### config.mk
export PLATFORM = sky130hd
export DESIGN_NAME = mtss_term
export DESIGN_NICKNAME = d
export VERILOG_FILES = /design/src/sv/mtss_pkg.sv /design/src/sv/mtss_term.sv
export SDC_FILE = /design/constraint.sdc
export NUM_CORES = 1
export LEC_CHECK = 0
export BUFFER_PORTS_ARGS = -buffer_cell sky130_fd_sc_hd__buf_2
export CAP_MARGIN = 30
export CELL_PAD_IN_SITES_DETAIL_PLACEMENT = 1
export CELL_PAD_IN_SITES_GLOBAL_PLACEMENT = 1
export CORE_MARGIN = 1.5
export CORE_UTILIZATION = 25
export CTS_BUF_LIST = sky130_fd_sc_hd__clkbuf_4
export CTS_CLUSTER_SIZE = 25
export DETAILED_ROUTE_END_ITERATION = 6
export PLACE_DENSITY_LB_ADDON = 0.2
export SYNTH_ARGS = -nofsm -noshare
export SYNTH_HDL_FRONTEND = slang
export SYNTH_SLANG_ARGS = --single-unit
### constraint.sdc
create_clock -name clk -period 8.6 [get_ports clk]
set_input_delay 0.43 -clock clk [delete_from_list [all_inputs] [get_ports clk]]
set_output_delay 0.43 -clock clk [all_outputs]
set_load 0.02 [all_outputs]
### src/sv/mtss_pkg.sv
// Shared constants, codes and types of the multi-term stream search block.
package mtss_pkg;

  localparam int OPCODE_W = 2;
  localparam int INDEX_W  = 4;
  localparam int POS_W    = 4;
  localparam int VALUE_W  = 8;
  localparam int MASK_W   = 16;

  localparam int NUM_TERMS_DEF = 16;
  localparam int MAX_LEN_DEF   = 16;

  localparam logic [OPCODE_W-1:0] OP_LOAD   = 2'd0;
  localparam logic [OPCODE_W-1:0] OP_LENGTH = 2'd1;
  localparam logic [OPCODE_W-1:0] OP_START  = 2'd2;
  localparam logic [OPCODE_W-1:0] OP_BYTE   = 2'd3;

  // One request as held in the input register.
  typedef struct packed {
    logic [OPCODE_W-1:0] opcode;
    logic [INDEX_W-1:0]  term_index;
    logic [POS_W-1:0]    char_pos;
    logic [VALUE_W-1:0]  value;
  } req_t;

  // Table write control handed to one term unit.
  typedef struct packed {
    logic               load_byte;
    logic               load_len;
    logic [POS_W-1:0]   pos;
    logic [VALUE_W-1:0] value;
  } term_wr_t;

endpackage

### src/sv/mtss_term.sv
// One search term: its byte row, its length and its compare against the history.
module mtss_term #(
  parameter int MAX_LEN = mtss_pkg::MAX_LEN_DEF
) (
  input  logic                 clk,
  input  logic                 rst_n,
  input  mtss_pkg::term_wr_t   wr,
  input  logic [MAX_LEN*8-1:0] hist,
  input  logic [$clog2(MAX_LEN+1)-1:0] seen,
  output logic                 hit
);

  localparam int LW = $clog2(MAX_LEN + 1);
  localparam int IW = (MAX_LEN > 1) ? $clog2(MAX_LEN) : 1;

  logic [7:0]    bytes_r [MAX_LEN];
  logic [LW-1:0] len_r;
  logic [IW-1:0] sel;
  logic          ok;

  // Term bytes have no reset; the user, not the unit, loads each compared byte.
  always_ff @(posedge clk) begin
    for (int k = 0; k < MAX_LEN; k++) begin
      if (wr.load_byte && (32'(wr.pos) == k)) begin
        bytes_r[k] <= wr.value;
      end
    end
  end

  always_ff @(posedge clk) begin
    if (!rst_n) begin
      len_r <= '0;
    end else if (wr.load_len && (32'(wr.value) <= MAX_LEN)) begin
      len_r <= LW'(wr.value);
    end
  end

  // Byte k of the term lines up with history entry len-1-k (entry 0 is newest).
  always_comb begin
    ok  = 1'b1;
    sel = '0;
    for (int k = 0; k < MAX_LEN; k++) begin
      if (LW'(k) < len_r) begin
        sel = IW'(len_r - LW'(k) - LW'(1));
        ok  = ok & (bytes_r[k] == hist[32'(sel)*8 +: 8]);
      end
    end
    hit = ok && (len_r != '0) && (len_r <= seen);
  end

endmodule

After elaboration in Yosys (flattened, before gate mapping)
Memory sizes are Yosys's and may differ from the RTL's.
Cells that the tools add are included.
Operators by class
  add/sub/neg operators: 30
  $lt $le $gt $ge: 18
  eq/ne operators: 31
  shift operators: 16
  mux-type cells: 93
  bitwise operators: 15
  reductions and logical operators: 36
Operator list (number)
  indexed part select 128 x 8 -> 8 bit: 16
  equality test 8 bit: 16
  two-way mux 8 bit: 15
  OR reduction 8 bit: 15
  subtractor 4 x 1 -> 4 bit (second input constant): 16
  two-way mux 1 bit: 63
  two-way mux 4 bit: 15
  < comparator 4 x 5 -> 1 bit (first input constant): 8
  equality test 4 bit (second input constant): 8
  subtractor 4 bit (second input constant): 8
  < comparator 3 x 5 -> 1 bit (first input constant): 4
  logical AND 1 bit: 19
  equality test 4 x 3 -> 1 bit (second input constant): 4
  subtractor 4 x 3 -> 4 bit (second input constant): 4
  AND 1 bit: 15
  < comparator 1 x 5 -> 1 bit (first input constant): 2
  < comparator 2 x 5 -> 1 bit (first input constant): 2
  equality test 4 x 2 -> 1 bit (second input constant): 2
  less-or-equal comparator 8 x 5 -> 1 bit (second input constant): 1
  subtractor 4 x 2 -> 4 bit (second input constant): 2
  less-or-equal comparator 5 bit: 1
  nonzero test 5 bit: 1
  equality test 4 x 1 -> 1 bit (second input constant): 1
  zero test 4 bit: 1
Word-level totals
  bits in registers: 5
  memory bits (writable): 128
  logic and storage cells: 241
  memories kept: 1
Memories
  bytes_r: words 16, bits a word 8, read ports 16, clocked after Yosys merged registers in 0, write ports 1, line mtss_term.sv:16  | logic [7:0] bytes_r [MAX_LEN];

Logic depth before layout (Yosys ltp)
Gate-level depths: netlist of run 1.
  depth after elaboration: 36
  mapped depth: 20

Worst setup path before layout of run 1
OpenSTA, ideal clock, no wires.
  path kind: register to output
  start: reg len_r[0]
  end: out hit
  data arrival time: 5135 ps
  slack: 3035 ps
  stages on the path, launching flop included: 19
  cell sequence: dfxtp_1 > inv_2 > buf_2 > clkbuf_1 > clkbuf_1 > buf_2 > ha_1 > buf_2 > buf_1 > buf_1 > mux2i_1 > mux2i_1 > mux4_2 > xor2_1 > a211oi_1 > nand4_1 > a2111oi_2 > nand4b_1 > a211oi_2
Between the ends
  cells in the longest elaborated chain, start to end: 36
  elaborated cells on any way between the ends: 113
  classes of those cells: 30 x add/sub; 17 x order compare; 16 x eq/ne; 16 x shift; 16 x mux; 15 x bitwise; 3 x reduce/logical
RTL lines
  start: declaration: line mtss_term.sv:17  | logic [LW-1:0] len_r;
  start signal: assignment: line mtss_term.sv:34  | len_r <= LW'(wr.value);
  subtractor 4 x 1 -> 4 bit: line mtss_term.sv:44  | sel = IW'(len_r - LW'(k) - LW'(1));
  subtractor 4 x 1 -> 4 bit / indexed part select 128 x 8 -> 8 bit (equally long branches): line mtss_term.sv:44, mtss_term.sv:45
  indexed part select 128 x 8 -> 8 bit / equality test 8 bit (equally long branches): line mtss_term.sv:45  | ok = ok & (bytes_r[k] == hist[32'(sel)*8 +: 8]);
  equality test 8 bit / two-way mux 1 bit (equally long branches): line mtss_term.sv:45, mtss_term.sv:43
  AND 1 bit: line mtss_term.sv:45
  two-way mux 1 bit: line mtss_term.sv:43  | if (LW'(k) < len_r) begin
  AND 1 bit: line mtss_term.sv:45
  two-way mux 1 bit: line mtss_term.sv:43
  [... 20 more ...]
  AND 1 bit: line mtss_term.sv:45
  two-way mux 1 bit: line mtss_term.sv:43
  AND 1 bit: line mtss_term.sv:45
  two-way mux 1 bit: line mtss_term.sv:43
  AND 1 bit: line mtss_term.sv:45
  two-way mux 1 bit: line mtss_term.sv:43
  logical AND 1 bit: line mtss_term.sv:48  | hit = ok && (len_r != '0) && (len_r <= seen);
  logical AND 1 bit (*): line mtss_term.sv:48
  end: declaration: line mtss_term.sv:10  | output logic hit
Mark *: on every way between the ends. The rest lies on a longest branch, timed or not.

Worst setup path after layout of run 1
  start: reg len_r[1]
  end: out hit
The elaborated chain is that of the path after synthesis.

==> impl_metrics.csv, run 1 <==
group,metric,value,unit
outcome,status,"completed",
synthesis,syn_inst,1225,
floorplan,initial_core_util,25.3,%
synthesis,ys_warn_count,0,
finish,fin_area,0.0166,mm2
drt,routedWlPerCell,31.1,um
finish,final_cell_mix,"279 x mux2i_1, 149 x buf_2, 148 x mux4_2, 128 x edfxtp_1, 89 x xnor2_1",
floorplan,core_area,0.0577,mm2
placed_design,dp_hpwl,52.3,mm
timing,fin_ws,1.78,ns
min_path,min_path_type,"in2reg",
finish,final_common_cell,"mux2i_1",
drt,drcViolationCount,0,
cts,cts-hold-fix-buffers,0,
timing,fmax,147,MHz
synthesis,synth_top_family_by_area,"multiplexers",
timing,fin_crit_sh,79.2,%
timing,setup_viol,0,
drt,drt_iter0_markers,1254,
synthesis,synth.cell_area,0.0146,mm2
cts,clockBufferDepth,2,
finish,synthToLayoutAreaGrowth,13.7,%
floorplan,ios,150,
cts,post_cts_resized,0,
cts,root_buffer,"clkbuf_4",
global_route,grt-ovfl-total,0,
cts,cts_setup_buffers,0,
global_route,busiest_layer,"met2",
cts,cts.sinks,133,
worst_setup_path,end_kind,"output port",
worst_setup_path,reg2reg_to,"len_r[2]",
cts,cts_tree,"built",
global_route,use_met2,36.1,%
floorplan,fp.dieH,245,um
global_route,use_met1,31.1,%
finish,final.fill_count,6461,
min_path,min_from,"rst_n",
floorplan,rows,88,
drt,drtPass1Iterations,5,
placed_design,place_congestion,0.932,
floorplan,die-area,0.0598,mm2
synthesis,synth_area_per_cell,11.9,um2
timing,finalSetupTns,0,ns
finish,final_util,28.7,%
job,drv_cap,0,
drt,vias,12110,
worst_setup_path,rr_worst_depth,3,
synthesis,synth-main-ff-cell,"edfxtp_1",
drt,via_per_inst,5.70,
cts,clkSlewWorstSetupHoldPaths,0.14,ns
global_route,grtUsageMet3,2.22,%
synthesis,synthXorXnorAreaFrac,10.5,%
timing,final_hold_viol_count,0,
finish,layout-drive-gt1-share,31.1,%
synthesis,synth_fa_ha_area_share,1.29,%
power,ir_drop,0.0000781,V
synthesis,synth_edf_count,128,
global_route,grt_pass1_vias,12403,
cts,numCtsBuffers,17,
floorplan,die_x,245,um
synthesis,ys_seq_area_share,27.0,%
worst_setup_path,required,8.17,ns
worst_setup_path,crit_arrival,6.39,ns
synthesis,synth-seq-cells,133,
worst_setup_path,start_kind,"register",
synthesis,synthSimpleGateAreaFrac,7.63,%
worst_setup_path,critPathKind,"reg2out",
synthesis,synthMuxAreaShare,44.2,%
global_route,grt_start_max_net_pins,57,
power,power_density,104,mW/mm2
global_route,track_usage,22.0,%
timing,rsz0062_at_grt,"false",
synthesis,async_flop_share,0,%
placed_design,io_buffers,149,
min_path,hold-path-endpoint,"len_r[0]",
power,p_leak,5.35,nW
timing,maxSlewViolCount,0,
finish,fin_nets,1510,
cts,clock_latency,0.59,ns
min_path,hold_depth,2,
timing,slew_headroom,34.2,%
drt,ant_nets,0,
timing,finalCriticalPeriod,6.82,ns
placed_design,place_ws,2.51,ns
worst_setup_path,crit_fanout,56,
synthesis,syn_nets,1389,
global_route,antenna_found_initial,1,
global_route,grt_pass1_wl,93.8,mm
worst_setup_path,r2r-start,"len_r[2]",
timing,finClkSkew,0,ns
worst_setup_path,r2r_slack,7.42,ns
synthesis,synthDistinctLibCells,64,
synthesis,synth_compound_area_share,6.16,%
timing,tightest_slew,0.984,ns
drt,routed_wl,66.2,mm
placed_design,dpl-instance-area,0.0163,mm2
cts,htreeDepth,4,
-- critical path, cell delays in order (launching register included) --
cell	delay, ns
dfxtp_4	0.78
inv_1	0.35
ha_4	0.99
buf_4	0.59
mux2i_1	0.21
mux4_2	0.58
mux2i_1	0.23
xor2_1	0.10
nor4_1	0.31
a22oi_1	0.11
nor4_1	0.56
o211ai_1	0.21
a211oi_2	0.43
buf_2	0.25
-- Yosys cell counts (3+ instances only) --
master	count	area, um2
a211oi_1	5	37.5
a21oi_1	26	130
a22oi_1	16	120
a31o_2	3	26.3
a31oi_1	7	43.8
a32oi_1	4	35.0
and2_1	4	25.0
and3_1	8	50.1
buf_1	20	75.1
buf_2	25	125
buf_4	7	52.6
buf_6	3	33.8
clkbuf_1	34	128
dfxtp_1	5	100
edfxtp_1	128	3840
ha_1	15	188
inv_1	10	37.5
mux2_2	26	293
mux2i_1	279	2790
mux4_2	148	3330
nand2_1	39	146
nand2b_1	10	62.6
nand3_1	33	165
nand4_1	21	131
nor2_1	38	143
nor2b_1	9	56.3
nor3_1	23	115
nor4_1	15	93.8
o211ai_1	13	97.6
o21ai_0	18	90.1
o22ai_1	20	125
xnor2_1	91	797
xor2_1	79	692
-- how the worst max path moves through the flow --
stage	from	endpoint	slack, ns
floorplan	len_r[0]	hit	3.04
global placement	len_r[1]	hit	2.51
detailed placement	len_r[1]	hit	2.51
CTS	len_r[1]	hit	1.85
global route	len_r[1]	hit	1.49
finish	len_r[1]	hit	1.78
-- power by group --
part           switching [mW]  internal (mW)  total [mW]  leakage [nW]
Combinational           0.347          0.227       0.574          4.01
Sequential            0.00807          0.722       0.730          1.20
Clock                   0.277          0.150       0.427         0.147
Total                   0.632           1.10        1.73          5.35
-- routing by layer --
metal,share of wire (%),wire length (um)
met5,0,0
met4,2.0,1320
met3,5.3,3510
met2,47,31100
met1,46,30300
-- cell families (layout without fill, tap and decap cells) --
| group | Yosys count | after routing |
|---|---|---|
| xor gates and xnor gates | 173 | 173 |
| DFF | 133 | 133 |
| muxes | 454 | 454 |
| other | 0 | 1 |
| and+or+nand+nor | 215 | 215 |
| adders and majority gates | 15 | 15 |
| AOI/OAI and AO/OA | 133 | 133 |
| buffers and inverters | 102 | 236 |
-- registers in the layout (all words and copies together), names as in the netlist --
name / flops
len_r: 5
bytes_r: 128
-- final cells by class --
class,instances,area [um2],area share (%)
Inverter,12,47.5,0.287
Clock buffer,17,128,0.769
Antenna cell,1,2.50,0.0151
Clock inverter,15,145,0.875
Timing Repair Buffer,192,1080,6.54
Multi-Input combinational cell,990,10300,61.9
Sequential cell,133,3950,23.8
Tap cell,765,957,5.77
-- metrics by stage --
step / std cells / hold WS (ns) / power (mW)
after global placement: 2091 / 0.699 / 1.31
final: 2125 / 0.0940 / 1.73
after floorplan: 1225 / 0.529 / 1.06
after CTS: 2123 / 0.0667 / 1.74
after global routing: 2125 / 0.0646 / 1.80
after detailed placement: 2091 / 0.705 / 1.31
(Power assumes the default switching activity.)
==> run 2, diff against run 1 <==
==> constraint.sdc (replaced) <==
create_clock -name clk -period 6.9 [get_ports clk]
set_input_delay 0.345 -clock clk [delete_from_list [all_inputs] [get_ports clk]]
set_output_delay 0.345 -clock clk [all_outputs]
set_load 0.02 [all_outputs]
==> run 2 against run 1 <==
Net effect: clock power rose by 45%; largest power group unchanged; power rose by 29%; clock-buffer cell count is the same; critical path type unchanged; critical endpoint unchanged; cell area grew 0.43%; setup slack worse by 1.2 ns; first-iteration DRC count shrank 20%; die area unchanged; non-clock buffer count increased by 3.
==> impl_metrics.csv, run 2 (same netlist as run 1, synthesis figures left out) <==
group,metric,value,unit
floorplan,core_area,0.0577,mm2
timing,rsz0062_at_grt,"false",
finish,largest_reg_flops,128,
drt,drcViolationCount,0,
drt,vias,12047,
min_path,min_from,"wr[6]",
global_route,grt_pass1_wl,93.4,mm
min_path,hold-path-endpoint,"bytes_r[1][54]",
power,power_density,134,mW/mm2
global_route,grtUsageMet3,2.86,%
finish,final_cell_mix,"279 x mux2i_1, 150 x buf_2, 148 x mux4_2, 128 x edfxtp_1, 89 x xnor2_1",
power,power,2.24,mW
worst_setup_path,start_kind,"register",
min_path,min_path_type,"in2reg",
worst_setup_path,reg2reg_to,"len_r[1]",
timing,final_hold_viol_count,0,
finish,synthToLayoutAreaGrowth,14.2,%
timing,finalCriticalPeriod,6.33,ns
global_route,grt_pass1_vias,12450,
outcome,status,"completed",
cts,clkSlewWorstSetupHoldPaths,0.14,ns
worst_setup_path,r2r_slack,5.16,ns
drt,drtPass1Iterations,5,
timing,finalSetupTns,0,ns
timing,finClkSkew,0,ns
worst_setup_path,rr_worst_depth,3,
drt,ant_nets,0,
floorplan,rows,88,
finish,final.fill_count,6420,
cts,htreeDepth,4,
finish,fin_cells,2128,
global_route,use_met2,35.5,%
worst_setup_path,crit_fanout,68,
drt,routed_wl,66.2,mm
power,p_leak,5.39,nW
min_path,hold_depth,1,
placed_design,io_buffers,149,
placed_design,dp.cells,2094,
global_route,grt_start_max_net_pins,69,
floorplan,die-area,0.0598,mm2
worst_setup_path,required,6.55,ns
finish,layout-drive-gt1-share,31.1,%
worst_setup_path,crit_chain,"inv_4 -> ha_4 -> buf_12 -> mux2i_1 -> mux4_2 -> mux2i_1 -> xor2_1 -> nor4_1 -> a22oi_1 -> nor4_1 -> a22oi_1 -> a211oi_2 -> buf_2",
global_route,busiest_layer,"met2",
placed_design,dpl-instance-area,0.0163,mm2
cts,cts.sinks,133,
finish,final_common_cell,"mux2i_1",
job,drv_cap,0,
cts,clockBufferDepth,2,
global_route,antenna_found_initial,3,
worst_setup_path,end_kind,"output port",
power,ir_drop,0.0000989,V
cts,clock_latency,0.60,ns
timing,maxSlewViolCount,0,
global_route,use_met1,30.4,%
finish,top_regs,"bytes_r (128), len_r (5)",
global_route,track_usage,22.1,%
floorplan,fp.dieH,245,um
placed_design,place_congestion,0.967,
drt,drt_iter0_markers,998,
cts,numCtsBuffers,17,
timing,setup_viol,0,
timing,tightest_slew,1.08,ns
finish,fin_area,0.0167,mm2
worst_setup_path,crit_arrival,5.98,ns
timing,fin_crit_sh,91.7,%
finish,fin_nets,1513,
worst_setup_path,r2r-start,"len_r[1]",
floorplan,initial_core_util,25.3,%
global_route,grt-ovfl-total,0,
cts,cts_tree,"built",
finish,regMostFlops,"bytes_r",
worst_setup_path,critPathKind,"reg2out",
floorplan,die_x,245,um
timing,fmax,158,MHz
drt,via_per_inst,5.66,
floorplan,ios,150,
worst_setup_path,slowest_delay,0.90,ns
timing,slew_headroom,27.6,%
worst_setup_path,worst_path_max_delay_cell,"dfxtp_4",
drt,routedWlPerCell,31.1,um
placed_design,dp_hpwl,53.2,mm
cts,root_buffer,"clkbuf_4",
run 2: timing repair:
action | 4_1_cts | 5_1_grt
setup endpoints to repair | 0 | 0
hold endpoints to repair | 4 | 0
hold buffers | 1 | 0
setup buffers | 0 | 0
gates resized for setup | 0 | 0
run 2: per-stage QoR:
step           util [%]  hold slack (ns)  worst slack [ns]
2_1_floorplan         -            0.444              1.42
3_3_place_gp       28.3            0.629              1.37
3_5_place_dp       28.3            0.642              1.33
4_1_cts            28.9            0.174             0.615
5_1_grt            28.9            0.168             0.340
6_report           28.9            0.217             0.571
run 2: cell type report:
cell class,instances,area [um2],area share (%)
diodes,1,2.50,0.0150
clock buffers,17,128,0.766
clock inverters,15,191,1.15
inverters,12,47.5,0.285
multi-input cells,990,10300,61.6
flip-flops and latches,133,3950,23.7
well taps,765,957,5.75
repair buffers,195,1120,6.74
run 2: worst max path at each step:
stage,from,to,slack (ns),cells past startpoint
final,len_r[0],hit,0.57,13
after global routing,len_r[0],hit,0.34,13
after CTS,len_r[0],hit,0.61,13
after detailed placement,len_r[0],hit,1.33,13
after global placement,len_r[0],hit,1.37,13
after floorplan,len_r[0],hit,1.42,18
run 2: per-layer routing:
metal / vias to the layer above / wire length, um
li1: 5144 / -
met1: 6332 / 30000
met2: 496 / 30600
met3: 75 / 3520
met4: 0 / 2050
met5: - / 0
run 2: worst max-delay path: cells and delay by family (launching register included):
| kind | cells | cell delay (ns) |
|---|---|---|
| AO/OA/AOI/OAI | 3 | 0.83 |
| XOR/XNOR | 1 | 0.10 |
| adder cells (fa/ha/maj) | 1 | 0.53 |
| buffers and inverters | 3 | 0.78 |
| flip-flops | 1 | 0.90 |
| multiplexers | 3 | 1.19 |
| AND/OR/NAND/NOR | 2 | 0.93 |
run 2: report_power, final:
group,internal (mW),switching (mW)
Combinational,0.285,0.427
Clock,0.260,0.358
Sequential,0.900,0.0115
